## src/rtl/tche_pkg.sv

```systemverilog
// ----------------------------------------------------------------------------
// Touch calibration package
// Field widths, register indexes and event codes shared by the touch
// calibration block and its divider.
// ----------------------------------------------------------------------------
`default_nettype none

package tche_pkg;

   localparam int COEF_W     = 32;
   localparam int NUM_REGS   = 7;
   localparam int CSR_IDX_W  = 3;
   localparam int RAW_W      = 12;
   localparam int BTN_W      = 3;
   localparam int SCREEN_W   = 30;
   localparam int KIND_W     = 2;
   localparam int SLOP_QPIX  = 3;

   localparam int REQ_DATA_W = 32;
   localparam int REQ_X_LO   = 0;
   localparam int REQ_Y_LO   = REQ_X_LO + RAW_W;
   localparam int REQ_BTN_LO = REQ_Y_LO + RAW_W;

   localparam int RSP_DATA_W = 64;
   localparam int RSP_X_LO   = 0;
   localparam int RSP_Y_LO   = RSP_X_LO + SCREEN_W;
   localparam int RSP_BTN_LO = RSP_Y_LO + SCREEN_W;
   localparam int RSP_PAD_W  = RSP_DATA_W - RSP_BTN_LO - BTN_W;

   typedef enum logic [CSR_IDX_W-1:0] {
      REG_COEF_XX  = 3'd0,
      REG_COEF_XY  = 3'd1,
      REG_OFFSET_X = 3'd2,
      REG_COEF_YX  = 3'd3,
      REG_COEF_YY  = 3'd4,
      REG_OFFSET_Y = 3'd5,
      REG_DIVISOR  = 3'd6
   } csr_index_type;

   typedef enum logic [KIND_W-1:0] {
      EV_DOWN = 2'd0,
      EV_UP   = 2'd1,
      EV_MOVE = 2'd2
   } event_kind_type;

endpackage

`default_nettype wire

```

## src/rtl/touch_calibrate_hysteresis_events.sv

```systemverilog
// ----------------------------------------------------------------------------
// Touch calibration with hysteresis and pen events
// Maps raw touch samples to screen pixels with an affine transform, applies
// a hysteresis of three quarter pixels per axis and reports pen down, pen up and move.
// ----------------------------------------------------------------------------
// The block takes one sample at a time and is ready for the next one only
// after it has gone back to idle. For each axis a single multiplier forms
// the two products and the offset in turn, and a shared divider then
// produces one quotient bit per cycle while it is busy. The move result of
// a sample may still wait at the output while the next sample is taken.
`default_nettype none

module touch_calibrate_hysteresis_events
   import tche_pkg::*;
#(
   parameter int RAW_BITS = 12
) (
   input  wire logic                    clock,
   input  wire logic                    reset,
   // raw_x [11:0], raw_y [23:12], buttons [26:24], zero fill above.
   input  wire logic [REQ_DATA_W-1:0]   req_tdata,
   input  wire logic                    req_tvalid,
   output logic                         req_tready,
   // screen_x [29:0], screen_y [59:30], button_bits [62:60], zero fill above.
   output logic [RSP_DATA_W-1:0]        rsp_tdata,
   // event_kind [1:0].
   output logic [KIND_W-1:0]            rsp_tuser,
   output logic                         rsp_tlast,
   output logic                         rsp_tvalid,
   input  wire logic                    rsp_tready,
   input  wire logic                    csr_we,
   input  wire logic [CSR_IDX_W-1:0]    csr_index,
   input  wire logic [COEF_W-1:0]       csr_wdata
);

   localparam int PROD_W = COEF_W + RAW_BITS + 1;
   localparam int NUM_W  = COEF_W + RAW_BITS + 2;
   localparam logic signed [COEF_W:0] SLOP_POS = (COEF_W+1)'(SLOP_QPIX);
   localparam logic signed [COEF_W:0] SLOP_NEG = -SLOP_POS;

   typedef enum logic [6:0] {
      S_IDLE  = 7'b0000001,
      S_MUL   = 7'b0000010,
      S_START = 7'b0000100,
      S_DIV   = 7'b0001000,
      S_FIX   = 7'b0010000,
      S_EDGE  = 7'b0100000,
      S_MOVE  = 7'b1000000
   } state_type;

   state_type state_ff, state_in;

   logic [COEF_W-1:0] regs_ff [NUM_REGS];

   logic [RAW_BITS-1:0]     x_ff, x_in;
   logic [RAW_BITS-1:0]     y_ff, y_in;
   logic [BTN_W-1:0]        btn_ff, btn_in;
   logic                    axis_ff, axis_in;
   logic [1:0]              mul_step_ff, mul_step_in;
   logic signed [PROD_W-1:0] prod_ff, prod_in;
   logic signed [NUM_W-1:0]  acc_ff, acc_in;
   logic [COEF_W-1:0]       held_x_ff, held_x_in;
   logic [COEF_W-1:0]       held_y_ff, held_y_in;
   logic                    pen_ff, pen_in;

   logic                    rsp_valid_ff, rsp_valid_in;
   event_kind_type          kind_ff, kind_in;
   logic [BTN_W-1:0]        rsp_btn_ff, rsp_btn_in;
   logic                    last_ff, last_in;
   logic [SCREEN_W-1:0]     sx_ff, sx_in;
   logic [SCREEN_W-1:0]     sy_ff, sy_in;

   logic [CSR_IDX_W-1:0]    mul_idx;
   logic signed [COEF_W-1:0] mul_a;
   logic signed [RAW_BITS:0] mul_b;
   logic                    div_start;
   logic                    div_done;
   logic [COEF_W-1:0]       div_quot;
   logic [COEF_W-1:0]       held_sel;
   logic signed [COEF_W:0]  move_gap;
   logic                    big_move;
   logic [COEF_W-1:0]       held_new;
   logic                    out_free;
   logic                    edge_down;
   logic                    edge_up;

   tche_div #(
      .NUM_W(NUM_W)
   ) u_div (
      .clock    (clock),
      .reset    (reset),
      .start    (div_start),
      .numer    (acc_ff),
      .denom    (regs_ff[REG_DIVISOR]),
      .done     (div_done),
      .quotient (div_quot)
   );

   always_comb begin
      mul_idx = axis_ff ? CSR_IDX_W'(mul_step_ff) + CSR_IDX_W'(REG_COEF_YX)
                        : CSR_IDX_W'(mul_step_ff);
      mul_a   = regs_ff[mul_idx];
      case (mul_step_ff)
         2'd0:    mul_b = $signed({1'b0, x_ff});
         2'd1:    mul_b = $signed({1'b0, y_ff});
         default: mul_b = $signed({{RAW_BITS{1'b0}}, 1'b1});
      endcase

      held_sel = axis_ff ? held_y_ff : held_x_ff;
      move_gap = $signed({div_quot[COEF_W-1], div_quot})
               - $signed({held_sel[COEF_W-1], held_sel});
      big_move = (move_gap >= SLOP_POS) || (move_gap <= SLOP_NEG);
      held_new = big_move ? {div_quot[COEF_W-1:2], 2'b00} : held_sel;

      out_free  = !rsp_valid_ff || rsp_tready;
      edge_down = (btn_ff != '0) && !pen_ff;
      edge_up   = (btn_ff == '0) && pen_ff;
   end

   always_comb begin
      state_in     = state_ff;
      x_in         = x_ff;
      y_in         = y_ff;
      btn_in       = btn_ff;
      axis_in      = axis_ff;
      mul_step_in  = mul_step_ff;
      prod_in      = prod_ff;
      acc_in       = acc_ff;
      held_x_in    = held_x_ff;
      held_y_in    = held_y_ff;
      pen_in       = pen_ff;
      rsp_valid_in = rsp_valid_ff && !rsp_tready;
      kind_in      = kind_ff;
      rsp_btn_in   = rsp_btn_ff;
      last_in      = last_ff;
      sx_in        = sx_ff;
      sy_in        = sy_ff;
      div_start    = 1'b0;

      unique case (state_ff)
         S_IDLE: begin
            if (req_tvalid) begin
               x_in        = RAW_BITS'(req_tdata[REQ_X_LO +: RAW_W]);
               y_in        = RAW_BITS'(req_tdata[REQ_Y_LO +: RAW_W]);
               btn_in      = req_tdata[REQ_BTN_LO +: BTN_W];
               axis_in     = 1'b0;
               mul_step_in = '0;
               state_in    = S_MUL;
            end
         end
         S_MUL: begin
            prod_in     = mul_a * mul_b;
            acc_in      = (mul_step_ff == 2'd0) ? '0 : acc_ff + NUM_W'(prod_ff);
            mul_step_in = mul_step_ff + 2'd1;
            if (mul_step_ff == 2'd3) begin
               state_in = S_START;
            end
         end
         S_START: begin
            div_start = 1'b1;
            state_in  = S_DIV;
         end
         S_DIV: begin
            if (div_done) begin
               state_in = S_FIX;
            end
         end
         S_FIX: begin
            if (!axis_ff) begin
               held_x_in   = held_new;
               axis_in     = 1'b1;
               mul_step_in = '0;
               state_in    = S_MUL;
            end else begin
               held_y_in = held_new;
               state_in  = S_EDGE;
            end
         end
         S_EDGE: begin
            if (edge_down || edge_up) begin
               if (out_free) begin
                  rsp_valid_in = 1'b1;
                  kind_in      = edge_down ? EV_DOWN : EV_UP;
                  rsp_btn_in   = btn_ff;
                  last_in      = 1'b0;
                  sx_in        = held_x_ff[COEF_W-1:2];
                  sy_in        = held_y_ff[COEF_W-1:2];
                  pen_in       = edge_down;
                  state_in     = S_MOVE;
               end
            end else begin
               state_in = S_MOVE;
            end
         end
         S_MOVE: begin
            if (out_free) begin
               rsp_valid_in = 1'b1;
               kind_in      = EV_MOVE;
               rsp_btn_in   = btn_ff;
               last_in      = 1'b1;
               sx_in        = held_x_ff[COEF_W-1:2];
               sy_in        = held_y_ff[COEF_W-1:2];
               state_in     = S_IDLE;
            end
         end
         default: begin
            state_in = S_IDLE;
         end
      endcase
   end

   always_ff @(posedge clock) begin
      if (reset) begin
         state_ff                <= S_IDLE;
         held_x_ff               <= '0;
         held_y_ff               <= '0;
         pen_ff                  <= 1'b0;
         rsp_valid_ff            <= 1'b0;
         regs_ff[REG_COEF_XX]    <= COEF_W'(1);
         regs_ff[REG_COEF_XY]    <= '0;
         regs_ff[REG_OFFSET_X]   <= '0;
         regs_ff[REG_COEF_YX]    <= '0;
         regs_ff[REG_COEF_YY]    <= COEF_W'(1);
         regs_ff[REG_OFFSET_Y]   <= '0;
         regs_ff[REG_DIVISOR]    <= COEF_W'(1);
      end else begin
         state_ff     <= state_in;
         held_x_ff    <= held_x_in;
         held_y_ff    <= held_y_in;
         pen_ff       <= pen_in;
         rsp_valid_ff <= rsp_valid_in;
         if (csr_we && (csr_index <= CSR_IDX_W'(REG_DIVISOR))) begin
            regs_ff[csr_index] <= csr_wdata;
         end
      end
   end

   always_ff @(posedge clock) begin
      x_ff        <= x_in;
      y_ff        <= y_in;
      btn_ff      <= btn_in;
      axis_ff     <= axis_in;
      mul_step_ff <= mul_step_in;
      prod_ff     <= prod_in;
      acc_ff      <= acc_in;
      kind_ff     <= kind_in;
      rsp_btn_ff  <= rsp_btn_in;
      last_ff     <= last_in;
      sx_ff       <= sx_in;
      sy_ff       <= sy_in;
   end

   assign req_tready = (state_ff == S_IDLE);
   assign rsp_tvalid = rsp_valid_ff;
   assign rsp_tuser  = kind_ff;
   assign rsp_tlast  = last_ff;
   assign rsp_tdata  = {{RSP_PAD_W{1'b0}}, rsp_btn_ff, sy_ff, sx_ff};

   a_busy_after_accept: assert property (@(posedge clock) disable iff (reset)
      (req_tvalid && req_tready) |=> !req_tready)
      else $error("input taken while a sample is still being processed");

   a_last_is_move: assert property (@(posedge clock) disable iff (reset)
      rsp_valid_ff |-> (last_ff == (kind_ff == EV_MOVE)))
      else $error("last flag does not match the move event");

   a_pen_edge_event: assert property (@(posedge clock) disable iff (reset)
      (pen_ff != $past(pen_ff)) |-> (rsp_valid_ff && !last_ff))
      else $error("pen state changed without a pen event");

endmodule

`default_nettype wire

```

## src/rtl/tche_div.sv

```systemverilog
// ----------------------------------------------------------------------------
// Touch calibration divider
// Signed restoring divider, one quotient bit per cycle. The quotient
// truncates toward zero, wraps to 32 bits and is zero for a zero divisor.
// ----------------------------------------------------------------------------
`default_nettype none

module tche_div
   import tche_pkg::*;
#(
   parameter int NUM_W = 46
) (
   input  wire logic                     clock,
   input  wire logic                     reset,
   input  wire logic                     start,
   input  wire logic signed [NUM_W-1:0]  numer,
   input  wire logic signed [COEF_W-1:0] denom,
   output logic                          done,
   output logic [COEF_W-1:0]             quotient
);

   localparam int MAG_W = NUM_W - 1;
   localparam int CNT_W = $clog2(MAG_W);

   logic             busy_ff, busy_in;
   logic             done_ff, done_in;
   logic [CNT_W-1:0] cnt_ff, cnt_in;
   logic [MAG_W-1:0] q_ff, q_in;
   logic [COEF_W-1:0] r_ff, r_in;
   logic [COEF_W-1:0] d_ff, d_in;
   logic             neg_ff, neg_in;
   logic             zero_ff, zero_in;

   logic [NUM_W-1:0]  numer_abs;
   logic [COEF_W-1:0] denom_abs;
   logic [COEF_W:0]   r_shift;
   logic [COEF_W+1:0] diff;

   always_comb begin
      numer_abs = numer[NUM_W-1] ? NUM_W'(-numer) : NUM_W'(numer);
      denom_abs = denom[COEF_W-1] ? COEF_W'(-denom) : COEF_W'(denom);
      r_shift   = {r_ff, q_ff[MAG_W-1]};
      diff      = {1'b0, r_shift} - {2'b00, d_ff};

      busy_in = busy_ff;
      done_in = 1'b0;
      cnt_in  = cnt_ff;
      q_in    = q_ff;
      r_in    = r_ff;
      d_in    = d_ff;
      neg_in  = neg_ff;
      zero_in = zero_ff;

      if (start) begin
         busy_in = 1'b1;
         cnt_in  = CNT_W'(MAG_W - 1);
         q_in    = numer_abs[MAG_W-1:0];
         r_in    = '0;
         d_in    = denom_abs;
         neg_in  = numer[NUM_W-1] ^ denom[COEF_W-1];
         zero_in = (denom == '0);
      end else if (busy_ff) begin
         if (!diff[COEF_W+1]) begin
            r_in = diff[COEF_W-1:0];
            q_in = {q_ff[MAG_W-2:0], 1'b1};
         end else begin
            r_in = r_shift[COEF_W-1:0];
            q_in = {q_ff[MAG_W-2:0], 1'b0};
         end
         cnt_in = cnt_ff - 1'b1;
         if (cnt_ff == '0) begin
            busy_in = 1'b0;
            done_in = 1'b1;
         end
      end
   end

   always_ff @(posedge clock) begin
      if (reset) begin
         busy_ff <= 1'b0;
         done_ff <= 1'b0;
      end else begin
         busy_ff <= busy_in;
         done_ff <= done_in;
      end
   end

   always_ff @(posedge clock) begin
      cnt_ff  <= cnt_in;
      q_ff    <= q_in;
      r_ff    <= r_in;
      d_ff    <= d_in;
      neg_ff  <= neg_in;
      zero_ff <= zero_in;
   end

   always_comb begin
      if (zero_ff) begin
         quotient = '0;
      end else if (neg_ff) begin
         quotient = COEF_W'(-q_ff[COEF_W-1:0]);
      end else begin
         quotient = q_ff[COEF_W-1:0];
      end
   end

   assign done = done_ff;

   a_start_idle: assert property (@(posedge clock) disable iff (reset)
      start |-> !busy_ff)
      else $error("divider started while busy");

   a_done_after_busy: assert property (@(posedge clock) disable iff (reset)
      done_ff |-> $past(busy_ff))
      else $error("divider done without a running division");

   a_done_not_busy: assert property (@(posedge clock) disable iff (reset)
      busy_ff |-> !done_ff)
      else $error("divider done while still busy");

endmodule

`default_nettype wire
```

## config.mk

```make
export PLATFORM = sky130hd
export DESIGN_NAME = touch_calibrate_hysteresis_events
export DESIGN_NICKNAME = d
export VERILOG_FILES = /design/src/rtl/tche_pkg.sv /design/src/rtl/touch_calibrate_hysteresis_events.sv /design/src/rtl/tche_div.sv
export SDC_FILE = /design/constraint.sdc
export NUM_CORES = 2
export LEC_CHECK = 0
export BUFFER_PORTS_ARGS = -buffer_cell sky130_fd_sc_hd__buf_2
export CORE_MARGIN = 2
export CORE_UTILIZATION = 65
export DETAILED_ROUTE_END_ITERATION = 6
export GPL_ROUTABILITY_DRIVEN = 0
export PLACE_DENSITY = 0.83
export SLEW_MARGIN = 15
export SYNTH_ARGS = -nofsm -noshare
export SYNTH_HDL_FRONTEND = slang
export SYNTH_SLANG_ARGS = --single-unit
export TNS_END_PERCENT = 20
```

## constraint.sdc

```tcl
create_clock -name clock -period 16.9 [get_ports clock]
set_clock_uncertainty 0.1 [all_clocks]
set_input_delay 0.845 -clock clock [delete_from_list [all_inputs] [get_ports clock]]
set_output_delay 0.845 -clock clock [all_outputs]
set_load 0.02 [all_outputs]
```

==> impl_metrics.ini <==
[run]
maxCapViolCount = 0

[placement]
post-place-ws_ns = 6.332
port_buffers = 134
dp_cells = 5529
dp_hpwl_um = 76330

[final_layout]
drive_gt1_share_pct = 14.21
layout.cells.non_filler = 5657
area_growth_pct = 8.554
layout_common_cells = inv_1, nor2_1, edfxtp_1
fillers = 4945
fin_nets = 5275
final_common_cell = inv_1
antenna_cells = 0

[floorplan]
start_util_pct = 65.75
ios = 141
die_area_mm2 = 0.07447
row_count = 98
die_y_um = 272.9
core_mm2 = 0.07149
die_w_um = 272.9

[synthesis]
async_flop_share_pct = 0
netlist_area_mm2 = 0.04700
synth_seq_cells = 635
syn-instance-count = 4561
synth_edf_count = 490
ys_seq_area_share_pct = 37.48
synth_warnings = 0
ys_types = 99
avgSynthCellArea_um2 = 10.30
ys.flop_type = edfxtp_1

[clock_network]
cts-htree-levels = 3
cts_resized = 0
clk_latency_ns = 0.65
numCtsBuffers = 69
cts_hold_buf = 0
cts_setup_buffers = 0
clock_path_buffers = 3
cts_root_buf = clkbuf_16
cts_sinks = 635
cts_tree = built
clk_pin_slew_worst_paths_ns = 0.06

[worst_setup_path]
max_stage_delay_ns = 0.87
worst-setup-path-type = flip-flop to flip-flop
worstSetupStartpointType = flip-flop
crit_arrival_ns = 10.96
cp-startpoint = axis_ff
r2r_start = axis_ff
endpoint_kind = flip-flop
crit_required_ns = 17.21
cpMostUsedCell = fa_1
cp_max_fo = 49
critPathSlowestCell = mux2i_1

[routing]
drtAntennaViolNets = 0
drcViolationCount = 0
drt-wirelength-per-cell_um = 19.37
drt_first_iter_violations = 2712
routed_wl_um = 109600
drtPass1Iterations = 6
via_per_inst = 5.987
vias = 33870

[status]
outcome = finished clean

[worst_hold_path]
hold_path_class = input pin to flip-flop
min-delay-start = req_tdata[25]

[timing]
max_freq_ghz = 0.09387
relSlewSlack_pct = 15.87
tightest_slew_ns = 1.227
post-route-period-util_pct = 63.03
finalCriticalPeriod_ns = 10.65
postLayoutSetupSlackWorst_ns = 6.247
setup_viol = 0
fin_tns_setup_ns = 0
finalMaxSlewViolations = 0
rsz0062_at_grt = false
finalHoldViolations = 0

[global_routing]
grt_pass1_vias = 34550
antenna_found_initial = 1
grt_max_degree = 116
grt_pass1_wl_um = 178100
grt.total_usage_pct = 30.08
overflow = 0
cell type report:
type / count / area (um2) / share of cell area (%)
clock buffers: 90 / 1908 / 3.740
clock inverters: 38 / 429.2 / 0.8412
flip-flops and latches: 635 / 17620 / 34.54
multi-input cells: 3185 / 26610 / 52.16
well taps: 950 / 1189 / 2.330
inverters: 560 / 2103 / 4.123
repair buffers: 199 / 1161 / 2.276
cell usage after synthesis (all sizes together), types with 24 or more instances:
cell / number / area (um2)
and2: 46 / 287.8
nor2b: 35 / 219.0
xor2: 100 / 875.8
nand3: 49 / 270.3
edfxtp: 490 / 14710
ha: 212 / 2653
mux2i: 163 / 1632
or2: 227 / 1420
nand2b: 112 / 700.7
o31ai: 33 / 247.7
mux4: 64 / 1441
nor2: 534 / 2004
or3: 50 / 312.8
a31oi: 24 / 177.7
or4: 27 / 214.0
xnor2: 115 / 1007
o21ai: 191 / 959.7
dfxtp: 145 / 2903
clkbuf: 192 / 720.7
a21o: 66 / 495.5
a21oi: 182 / 910.9
nor3: 54 / 270.3
nand2: 214 / 803.3
inv: 559 / 2098
o21a: 33 / 247.7
fa: 341 / 6827
per-stage QoR:
step	hold slack [ns]	util [%]	instance area, um2
after floorplan	0.3174	-	47120
after global placement	0.3262	68.08	48670
after detailed placement	0.3364	68.09	48680
after CTS	0.2426	71.36	51010
after global routing	0.2600	71.37	51020
final	0.2711	71.37	51020
worst max-delay path, delay by kind of cell, from the launching register on:
family | cells | cell delay, ns
buffers and inverters | 6 | 1.62
muxes | 2 | 1.47
xor gates and xnor gates | 1 | 0.63
adders and majority gates | 6 | 2.88
and+or+nand+nor | 5 | 1.15
AOI/OAI and AO/OA | 8 | 2.18
DFF | 1 | 0.32
kinds of logic (layout without fill, tap and decap cells):
group,after synthesis,in the layout,share of synthesized area [%]
other,1,33,0.007979
flip-flops,635,635,37.48
AO/OA/AOI/OAI,682,682,9.296
multiplexers,239,239,6.826
adder cells (fa/ha/maj),557,557,20.26
AND/OR/NAND/NOR,1459,1459,15.69
buffers and inverters,773,887,6.432
XOR/XNOR,215,215,4.007
worst paths after layout:
path / slack [ns] / end / cells past startpoint
max: 6.25 / prod_ff[42] / 28
max reg2reg: 6.25 / prod_ff[42] / 28
min: 0.27 / btn_ff[1] / 1
min reg2reg: 0.34 / rsp_btn_ff[2] / 0
metal layers:
layer / GRT usage [%] / vias to the layer above / wire length [um]
met3: 5.597 / 291 / 8939
met1: 38.40 / 16570 / 43130
met5: 0 / - / 0
li1: - / 15640 / -
met4: 13.39 / 0 / 4551
met2: 50.25 / 1367 / 52960
state kept, by name, indices dropped and copies added (netlist names), 3 cells and up:
name          count
held_y_ff        32
u_div.d_ff       32
u_div.q_ff       45
y_ff             12
rsp_btn_ff        3
sy_ff            30
btn_ff            3
prod_ff          45
u_div.cnt_ff      6
x_ff             12
acc_ff           46
sx_ff            30
held_x_ff        32
regs_ff         256
state_ff          7
u_div.r_ff       32
Power is left out: the tool's default activity adds up to more than one toggle a clock period on the data nets, which glitch-free logic cannot reach.
